==> config.mk <==
export PLATFORM = sky130hd
export DESIGN_NAME = modular_exponentiation_flat
export DESIGN_NICKNAME = d
export VERILOG_FILES = /design/src/design/mexp_pkg.sv /design/src/design/mexp_if.sv /design/src/design/modular_exponentiation.sv /design/src/flat_wrapper.sv
export SDC_FILE = /design/constraint.sdc
export NUM_CORES = 1
export LEC_CHECK = 0
export ABC_AREA = 1
export BUFFER_PORTS_ARGS = -buffer_cell sky130_fd_sc_hd__buf_2
export CORE_MARGIN = 1.5
export CORE_UTILIZATION = 61
export CTS_CLUSTER_DIAMETER = 30
export DETAILED_ROUTE_END_ITERATION = 6
export MAX_ROUTING_LAYER = met4
export PLACE_DENSITY = 0.85
export RECOVER_POWER = 100
export SETUP_SLACK_MARGIN = 0.5
export SYNTH_ARGS = -nofsm -noshare
export SYNTH_HDL_FRONTEND = slang
export SYNTH_SLANG_ARGS = --single-unit
==> constraint.sdc <==
create_clock -name i_clk -period 5.9 [get_ports i_clk]
set_clock_uncertainty 0.1 [all_clocks]
set_input_delay 0.885 -clock i_clk [delete_from_list [all_inputs] [get_ports i_clk]]
set_output_delay 0.885 -clock i_clk [all_outputs]
set_load 0.005 [all_outputs]
==> src/design/mexp_pkg.sv <==
// shared types and constants of the modular exponentiation block
// no dependencies; used by the interfaces, the top level and the checker
`timescale 1ns / 1ps
`default_nettype none

package mexp_pkg;

    // width of modulus, exponent and all internal residues
    localparam int KEY_WIDTH       = 32;
    // width of the beat fields and configuration data
    localparam int FIELD_WIDTH     = 32;
    // bit step counter of the shared multiplier
    localparam int CNT_WIDTH       = $clog2(KEY_WIDTH);
    localparam int CFG_INDEX_WIDTH = 2;

    typedef logic [KEY_WIDTH-1:0]       t_key;
    typedef logic [FIELD_WIDTH-1:0]     t_word;
    typedef logic [CNT_WIDTH-1:0]       t_cnt;
    typedef logic [CFG_INDEX_WIDTH-1:0] t_cfg_index;

    // configuration register indexes
    localparam t_cfg_index REG_MODULUS  = t_cfg_index'(0);
    localparam t_cfg_index REG_EXPONENT = t_cfg_index'(1);

    // register values after reset
    localparam t_word MODULUS_RESET  = t_word'(1003);
    localparam t_word EXPONENT_RESET = t_word'(3);

endpackage

`default_nettype wire

==> src/design/mexp_if.sv <==
// handshake interfaces of the modular exponentiation block: base, result, configuration
// depends on mexp_pkg
`timescale 1ns / 1ps
`default_nettype none

interface mexp_base_if import mexp_pkg::*; ();
    logic  valid;
    logic  ready;
    t_word base_value;

    modport source (output valid, output base_value, input ready);
    modport sink   (input valid, input base_value, output ready);
endinterface

interface mexp_result_if import mexp_pkg::*; ();
    logic  valid;
    logic  ready;
    t_word power_result;

    modport source (output valid, output power_result, input ready);
    modport sink   (input valid, input power_result, output ready);
endinterface

interface mexp_cfg_if import mexp_pkg::*; ();
    logic       valid;
    logic       ready;
    t_cfg_index index;
    t_word      data;

    modport source (output valid, output index, output data, input ready);
    modport sink   (input valid, input index, input data, output ready);
endinterface

`default_nettype wire

==> src/design/modular_exponentiation.sv <==
// top level of the modular exponentiation block: sequencer and shared modular multiplier
// depends on mexp_pkg and the interfaces in mexp_if.sv
// ---------------------------------------------------------------------------------------------
// Computes base_value^exponent mod modulus by right-to-left binary square-and-multiply, the
// modulus and exponent being key values that the user must write through the configuration
// port only while the block is idle; the block itself does not enforce this (index 0 modulus,
// index 1 exponent; other indexes are ignored; the port is always ready). One shared
// bit-serial modular multiplier does all the work: it forms each product one multiplier bit
// per cycle (double, then add when the bit is set, each followed by a conditional subtract of
// the modulus). An item first spends one product reducing the base below the modulus, then
// one square per exponent bit above the lowest and one multiply per set exponent bit. A zero
// exponent or a zero modulus needs no products. The base side takes one beat at a time and is
// ready again as soon as the result sits in the output register, so the next item may start
// while that result waits. Zero exponent gives 1 for any modulus, a zero modulus gives 0
// otherwise, a modulus of one gives 0.
// ---------------------------------------------------------------------------------------------
`timescale 1ns / 1ps
`default_nettype none

module modular_exponentiation import mexp_pkg::*; (
    input  wire            i_clk,
    input  wire            i_rst_n,
    mexp_base_if.sink      i_base,
    mexp_result_if.source  o_result,
    mexp_cfg_if.sink       i_cfg
);

    // sequencer codes
    localparam logic [2:0] S_IDLE = 3'd0;   // waiting for a base beat
    localparam logic [2:0] S_RED  = 3'd1;   // base mod modulus
    localparam logic [2:0] S_MUL  = 3'd2;   // accumulator times running square
    localparam logic [2:0] S_SQR  = 3'd3;   // running square squared
    localparam logic [2:0] S_DONE = 3'd4;   // hand the accumulator to the output register

    localparam t_cnt CNT_LAST = t_cnt'(KEY_WIDTH - 1);
    localparam t_key KEY_ONE  = t_key'(1);

    // configuration
    t_key r_mod, n_mod;
    t_key r_exp, n_exp;

    // sequencer and working state
    logic [2:0] r_state, n_state;
    t_key       r_acc,  n_acc;      // running product
    t_key       r_sq,   n_sq;       // running square of the base
    t_key       r_esh,  n_esh;      // exponent bits not yet scanned

    // shared multiplier: r_prod = (r_x * multiplier bits seen so far) mod r_mod
    t_key r_prod, n_prod;
    t_key r_x,    n_x;              // multiplicand, always below the modulus
    t_key r_y,    n_y;              // multiplier, shifted out msb first
    t_cnt r_cnt,  n_cnt;

    // output register
    logic  r_out_valid, n_out_valid;
    t_word r_out_data,  n_out_data;

    // one multiplier step: double mod m, then add x mod m when the multiplier bit is set
    logic [KEY_WIDTH:0] w_mod_ext;
    logic [KEY_WIDTH:0] w_dbl;
    t_key               w_dbl_red;
    logic [KEY_WIDTH:0] w_sum;
    t_key               w_sum_red;
    t_key               w_step;
    logic               w_last;

    assign w_mod_ext = {1'b0, r_mod};
    assign w_dbl     = {r_prod, 1'b0};
    assign w_dbl_red = (w_dbl >= w_mod_ext) ? t_key'(w_dbl - w_mod_ext) : t_key'(w_dbl);
    assign w_sum     = {1'b0, w_dbl_red} + {1'b0, r_x};
    assign w_sum_red = (w_sum >= w_mod_ext) ? t_key'(w_sum - w_mod_ext) : t_key'(w_sum);
    assign w_step    = r_y[KEY_WIDTH-1] ? w_sum_red : w_dbl_red;
    assign w_last    = (r_cnt == '0);

    assign i_base.ready      = (r_state == S_IDLE);
    assign i_cfg.ready       = 1'b1;
    assign o_result.valid        = r_out_valid;
    assign o_result.power_result = r_out_data;

    always_comb begin
        n_mod       = r_mod;
        n_exp       = r_exp;
        n_state     = r_state;
        n_acc       = r_acc;
        n_sq        = r_sq;
        n_esh       = r_esh;
        n_prod      = r_prod;
        n_x         = r_x;
        n_y         = r_y;
        n_cnt       = r_cnt;
        n_out_valid = r_out_valid;
        n_out_data  = r_out_data;

        // config beats
        if (i_cfg.valid) begin
            case (i_cfg.index)
                REG_MODULUS:  n_mod = t_key'(i_cfg.data);
                REG_EXPONENT: n_exp = t_key'(i_cfg.data);
                default: ;
            endcase
        end

        // result beat taken
        if (r_out_valid && o_result.ready) begin
            n_out_valid = 1'b0;
        end

        // multiplier runs in every working state
        if (r_state inside {S_RED, S_MUL, S_SQR}) begin
            n_prod = w_step;
            n_y    = r_y << 1;
            n_cnt  = r_cnt - t_cnt'(1);
        end

        case (r_state)
            S_IDLE: begin
                if (i_base.valid) begin
                    n_esh  = r_exp;
                    n_prod = '0;
                    n_cnt  = CNT_LAST;
                    if (r_mod == '0 || r_exp == '0) begin
                        // no products needed
                        n_acc   = (r_exp == '0) ? KEY_ONE : '0;
                        n_state = S_DONE;
                    end else begin
                        // base times (1 mod m) reduces the base
                        n_acc   = KEY_ONE;
                        n_x     = (r_mod == KEY_ONE) ? '0 : KEY_ONE;
                        n_y     = t_key'(i_base.base_value);
                        n_state = S_RED;
                    end
                end
            end
            S_RED: begin
                if (w_last) begin
                    n_sq   = w_step;
                    n_prod = '0;
                    n_cnt  = CNT_LAST;
                    n_x    = w_step;
                    if (r_esh[0]) begin
                        n_y     = r_acc;
                        n_state = S_MUL;
                    end else begin
                        n_y     = w_step;
                        n_state = S_SQR;
                    end
                end
            end
            S_MUL: begin
                if (w_last) begin
                    n_acc = w_step;
                    if (r_esh[KEY_WIDTH-1:1] == '0) begin
                        // last set bit: the final square would be unused
                        n_state = S_DONE;
                    end else begin
                        n_prod  = '0;
                        n_cnt   = CNT_LAST;
                        n_x     = r_sq;
                        n_y     = r_sq;
                        n_state = S_SQR;
                    end
                end
            end
            S_SQR: begin
                if (w_last) begin
                    n_sq   = w_step;
                    n_esh  = r_esh >> 1;
                    n_prod = '0;
                    n_cnt  = CNT_LAST;
                    n_x    = w_step;
                    // squares only run while higher bits remain, so the new lsb is r_esh[1]
                    if (r_esh[1]) begin
                        n_y     = r_acc;
                        n_state = S_MUL;
                    end else begin
                        n_y     = w_step;
                        n_state = S_SQR;
                    end
                end
            end
            S_DONE: begin
                if (!r_out_valid || o_result.ready) begin
                    n_out_valid = 1'b1;
                    n_out_data  = t_word'(r_acc);
                    n_state     = S_IDLE;
                end
            end
            default: begin
                n_state = S_IDLE;
            end
        endcase
    end

    always_ff @(posedge i_clk) begin
        if (!i_rst_n) begin
            r_state     <= S_IDLE;
            r_out_valid <= 1'b0;
            r_mod       <= t_key'(MODULUS_RESET);
            r_exp       <= t_key'(EXPONENT_RESET);
        end else begin
            r_state     <= n_state;
            r_out_valid <= n_out_valid;
            r_mod       <= n_mod;
            r_exp       <= n_exp;
        end
    end

    // payload, no reset
    always_ff @(posedge i_clk) begin
        r_acc      <= n_acc;
        r_sq       <= n_sq;
        r_esh      <= n_esh;
        r_prod     <= n_prod;
        r_x        <= n_x;
        r_y        <= n_y;
        r_cnt      <= n_cnt;
        r_out_data <= n_out_data;
    end

endmodule

`default_nettype wire

==> src/flat_wrapper.sv <==
// flat-port wrapper written by rule: the top's interface ports become plain ports
module modular_exponentiation_flat import mexp_pkg::*;
  (i_clk, i_rst_n, i_base_valid, i_base_base_value, i_base_ready, o_result_valid, o_result_power_result, o_result_ready, i_cfg_valid, i_cfg_index, i_cfg_data, i_cfg_ready);
  mexp_base_if i_base_i ();
  mexp_result_if o_result_i ();
  mexp_cfg_if i_cfg_i ();
  input  wire i_clk;
  input  wire i_rst_n;
  input wire logic [$bits(i_base_i.valid)-1:0] i_base_valid;
  input wire logic [$bits(i_base_i.base_value)-1:0] i_base_base_value;
  output wire logic [$bits(i_base_i.ready)-1:0] i_base_ready;
  output wire logic [$bits(o_result_i.valid)-1:0] o_result_valid;
  output wire logic [$bits(o_result_i.power_result)-1:0] o_result_power_result;
  input wire logic [$bits(o_result_i.ready)-1:0] o_result_ready;
  input wire logic [$bits(i_cfg_i.valid)-1:0] i_cfg_valid;
  input wire logic [$bits(i_cfg_i.index)-1:0] i_cfg_index;
  input wire logic [$bits(i_cfg_i.data)-1:0] i_cfg_data;
  output wire logic [$bits(i_cfg_i.ready)-1:0] i_cfg_ready;
  assign i_base_i.valid = i_base_valid;
  assign i_base_i.base_value = i_base_base_value;
  assign i_base_ready = i_base_i.ready;
  assign o_result_valid = o_result_i.valid;
  assign o_result_power_result = o_result_i.power_result;
  assign o_result_i.ready = o_result_ready;
  assign i_cfg_i.valid = i_cfg_valid;
  assign i_cfg_i.index = i_cfg_index;
  assign i_cfg_i.data = i_cfg_data;
  assign i_cfg_ready = i_cfg_i.ready;
  modular_exponentiation u_core (.i_clk(i_clk), .i_rst_n(i_rst_n), .i_base(i_base_i), .o_result(o_result_i), .i_cfg(i_cfg_i));
endmodule
==> results.toml, run 1 <==
[status]
stop_stage = "5_1_grt"
run_status = "did not finish"
run.stop_error = "[ERROR GRT-0116] Global routing finished with congestion. Check the congestion regions in the DRC Viewer."

[die]
std_cell_rows = 68
floorplan.initialDensity_pct = 62.1
die_w_um = 191
die_height_um = 191
io_pins = 106

[placed_design]
hpwlAfterDp_um = 67900
globalplace.congestion = 1.23
buffers_on_ports = 104
place.detailed.instances = 4181

[logic_synthesis]
yosysUniqueCellTypes = 47
synth.top_cells.by_count = "819 x nand2_1, 453 x inv_1, 341 x nor2_1"
synth_warnings = 0
synth-seq-area-share_pct = 35.0
synth.top_cells.by_area = "edfxtp_1 22%, nand2_1 14%, dfxtp_1 13%, inv_1 7.9%, a21oi_1 6.6%"
netlist.top_cell.by_area = "edfxtp_1"
synthCells = 3226
synth_seq_cells = 297
synth-async-reset-ratio_pct = 0
syn_area_um2 = 21600
synth.most_common_cell = "nand2_1"
syn-num-nets = 3397
synth_top_flop_cell = "edfxtp_1"
yosys.area.top_type_share_pct = 22.3
synth.avg_cell_area_um2 = 6.68
number_of_flops_mapped_to_enable_cells_by_yosys = 160

[global_routing]
global_route_wire_length_before_repair_um = 219000
number_of_global_route_vias_before_repair = 34651
grt_start_max_net_pins = 95
globalRouteTotalUtil_pct = 81.3
grt_overflow = 225

[clocking]
tritoncts_buffer_count = 67
clock_sink_count = 297
htree_levels = 3
clockBufferDepth = 3
root_buffer = "clkbuf_16"
holdBufCountCts = 0
## cells by family after synthesis
group	after synthesis	synth area share, %
compound gates	614	15.3
buf+inv	592	10.7
other cells	1	0.0174
simple gates	1561	30.6
xor+xnor	61	2.48
flops	297	35.0
fa+ha+maj	100	5.91
## through the flow
stage | setup TNS [ps] | instance area [µm²] | setup slack (ps) | hold WS, ps | utilization [%]
after CTS | 0 | 31600 | 55.0 | 357 | 91.0
after detailed placement | -80730 | 26100 | -723 | 347 | 75.3
after global placement | -77550 | 26100 | -752 | 334 | 75.3
after floorplan | 0 | 21600 | 682 | 326 | -
## per-layer routing
| layer | GRT overflow | global-route usage (%) |
|---|---|---|
| met3 | 7 | 64.6 |
| met4 | 89 | 79.7 |
| met1 | 6 | 81.3 |
| met2 | 123 | 94.8 |
| met5 | - | - |
## timing repair
item                                    CTS
pin swaps                               131
gates cloned                              9
endpoints found under the setup margin  160
setup buffers                            71
gates resized for setup                 491
==> run 2, diff against run 1 <==
- CORE_UTILIZATION: 61 -> 40
- CTS_CLUSTER_DIAMETER: 30 -> not set
- MAX_ROUTING_LAYER: met4 -> not set
- PLACE_DENSITY: 0.85 -> not set
- PLACE_DENSITY_LB_ADDON: not set -> 0.15
- SETUP_SLACK_MARGIN: 0.5 -> not set
==> results.toml, run 2 <==
[route]
drt-wirelength-per-cell_um = 22.0
drc = 0
routed_via_density = 5.46
first_iter_violations = 2113
finalWirelength_um = 100000
dr_total_vias = 24976
final_antenna_net_count = 0
dr.pass1.iters = 6

[logic_synthesis]
synth_seq_cells = 297
yosysUniqueCellTypes = 47
synth_warnings = 0
yosys.area.top_type_share_pct = 22.3
syn-num-nets = 3397
synth_top_flop_cell = "edfxtp_1"
synth-seq-area-share_pct = 35.0
synthCells = 3226
synth.top_cells.by_area = "edfxtp_1 22%, nand2_1 14%, dfxtp_1 13%, inv_1 7.9%, a21oi_1 6.6%"
synth.top_cells.by_count = "819 x nand2_1, 453 x inv_1, 341 x nor2_1"
number_of_flops_mapped_to_enable_cells_by_yosys = 160
netlist.top_cell.by_area = "edfxtp_1"
syn_area_um2 = 21600
synth.avg_cell_area_um2 = 6.68
synth.most_common_cell = "nand2_1"
synth-async-reset-ratio_pct = 0

[final_layout]
finish.net_count = 4028
final_layout_size_suffix_gt1_share_pct = 38.5
layout_common_cells = "625 x nand2_1, 564 x buf_4, 388 x inv_1, 273 x nor2_1, 212 x a21oi_1"
finalNonFillerCells = 4573
mostFrequentLayoutCell = "nand2_1"
insertedDiodeCount = 0
finish.utilization_pct = 61.3
area.growth.synth_to_final_pct = 50.5
final_design_area_no_fill_um2 = 32500

[sta]
finalSetupViolations = 6
final.hold.worst_slack_ps = 347
slew_violations = 227
slew_headroom_pct = -71.2
layout_min_cycle_time_ps = 5960
min_period_over_period_pct = 101
report.final.hold_viol_count = 0
final_worst_path_setup_slack_ps = -59.7
tightest_slew_ps = 2570
rsz0062_at_grt = "yes"
max_freq_mhz = 168

[global_routing]
global_route_wire_length_before_repair_um = 145000
number_of_antenna_violations_at_the_first_check_in_global_routing = 1
globalRouteTotalUtil_pct = 34.4
grt_start_max_net_pins = 80
grt_overflow = 0
number_of_global_route_vias_before_repair = 23597

[clocking]
clk-insertion-delay-late_ps = 560
clk_pin_slew_ps = 60
tritoncts_buffer_count = 37
cts_tree = "built"
clock_sink_count = 297
clockBufferDepth = 3
htree_levels = 2
root_buffer = "clkbuf_16"

[placed_design]
hpwlAfterDp_um = 76500
place.detailed.instances = 4426
detailed_place.area_um2 = 26600
globalplace.congestion = 1.11
buffers_on_ports = 104

[min_path]
holdCritPathClass = "flop to flop"

[status]
violations = "max-capacitance violations, max-slew violations, negative setup slack"
run_status = "finished with violations"

[die]
floorplan.die_area_um2 = 55300
floorplan.initialDensity_pct = 40.7
die_w_um = 235
core_region_area_um2 = 53000
std_cell_rows = 84
io_pins = 106
die_height_um = 235

[critical_path]
critical_path_peak_fanout = 8
largest_stage_delay_on_the_critical_path_ps = 320
cpMaxStageDelayCell = "dfxtp_1"
critPathLaunchType = "flop"
worst-endpoint-required_ps = 6250
cp_data_arrival_time_ps = 6310
endpoint_class_of_the_critical_path = "flop"
critical_path.most_common_cell = "nand2_1"
timing.setup.critical_path_class = "flop to flop"

[flow_run]
drv.max_cap_violation_count = 6
==> run 2: cell counts after synthesis <==
No cell type changed its count.
==> run 2: final timing paths <==
| kind | from | cells after the start | slack (ps) | end |
|---|---|---|---|---|
| setup / recovery | u_core.r_prod[6] | 37 | -60 | u_core.r_prod[5] |
| hold reg to reg | u_core.r_acc[13] | 0 | 350 | u_core.o_result.power_result[13] |
| setup reg to reg | u_core.r_prod[6] | 37 | -60 | u_core.r_prod[5] |
| hold / removal | u_core.r_acc[13] | 0 | 350 | u_core.o_result.power_result[13] |
==> run 2: layout make-up <==
class	instances	area (µm²)
Fill cell	4934	20500
Multi-Input combinational cell	2338	15500
Sequential cell	297	7590
Timing Repair Buffer	721	5530
Inverter	462	1740
Clock buffer	51	998
Tap cell	688	861
Clock inverter	16	223
==> run 2: critical path: cells and delay by family (launching register included) <==
family          cells  cell delay, ps
buf+inv             7             930
fa+ha+maj           3             850
simple gates       20            2300
compound gates      5             760
flops               1             320
xor+xnor            2             570
==> run 2: cells by family (layout without fill, tap and decap cells) <==
logic type               count (synthesis)  in the layout  share of synthesized area [%]
flip-flops                             297            297                           35.0
other                                    1              1                         0.0174
buffers and inverters                  592           1250                           10.7
AO/OA/AOI/OAI                          614            614                           15.3
XOR/XNOR                                61             61                           2.48
AND/OR/NAND/NOR                       1561           1562                           30.6
adder cells (fa/ha/maj)                100            100                           5.91
==> run 2: through the flow <==
step	setup slack, ps	TNS (ps)
finish	-59.7	-173
global route	-225	-14050
CTS	-47.6	-567
detailed placement	-1110	-125980
global placement	-1160	-131870
floorplan	682	0
==> run 2: repair_timing <==
item / 4_1_cts / 5_1_grt
resized for setup: 370 / 552
endpoints found under the setup margin: 160 / 160
setup buffers: 20 / 51
gates cloned: 5 / 6
hold buffers: 0 / 0
pin swaps: 39 / 187
==> run 2: per-layer routing <==
metal	up-vias	wire, µm	track usage [%]
li1	11837	-	-
met1	12009	44100	46.7
met2	941	46100	56.9
met3	189	6040	4.20
met4	0	4160	11.2
met5	-	0	0
Power of run 2 is left out: the tool's default activity adds up to more than one toggle a clock period on the data nets, which glitch-free logic cannot reach.
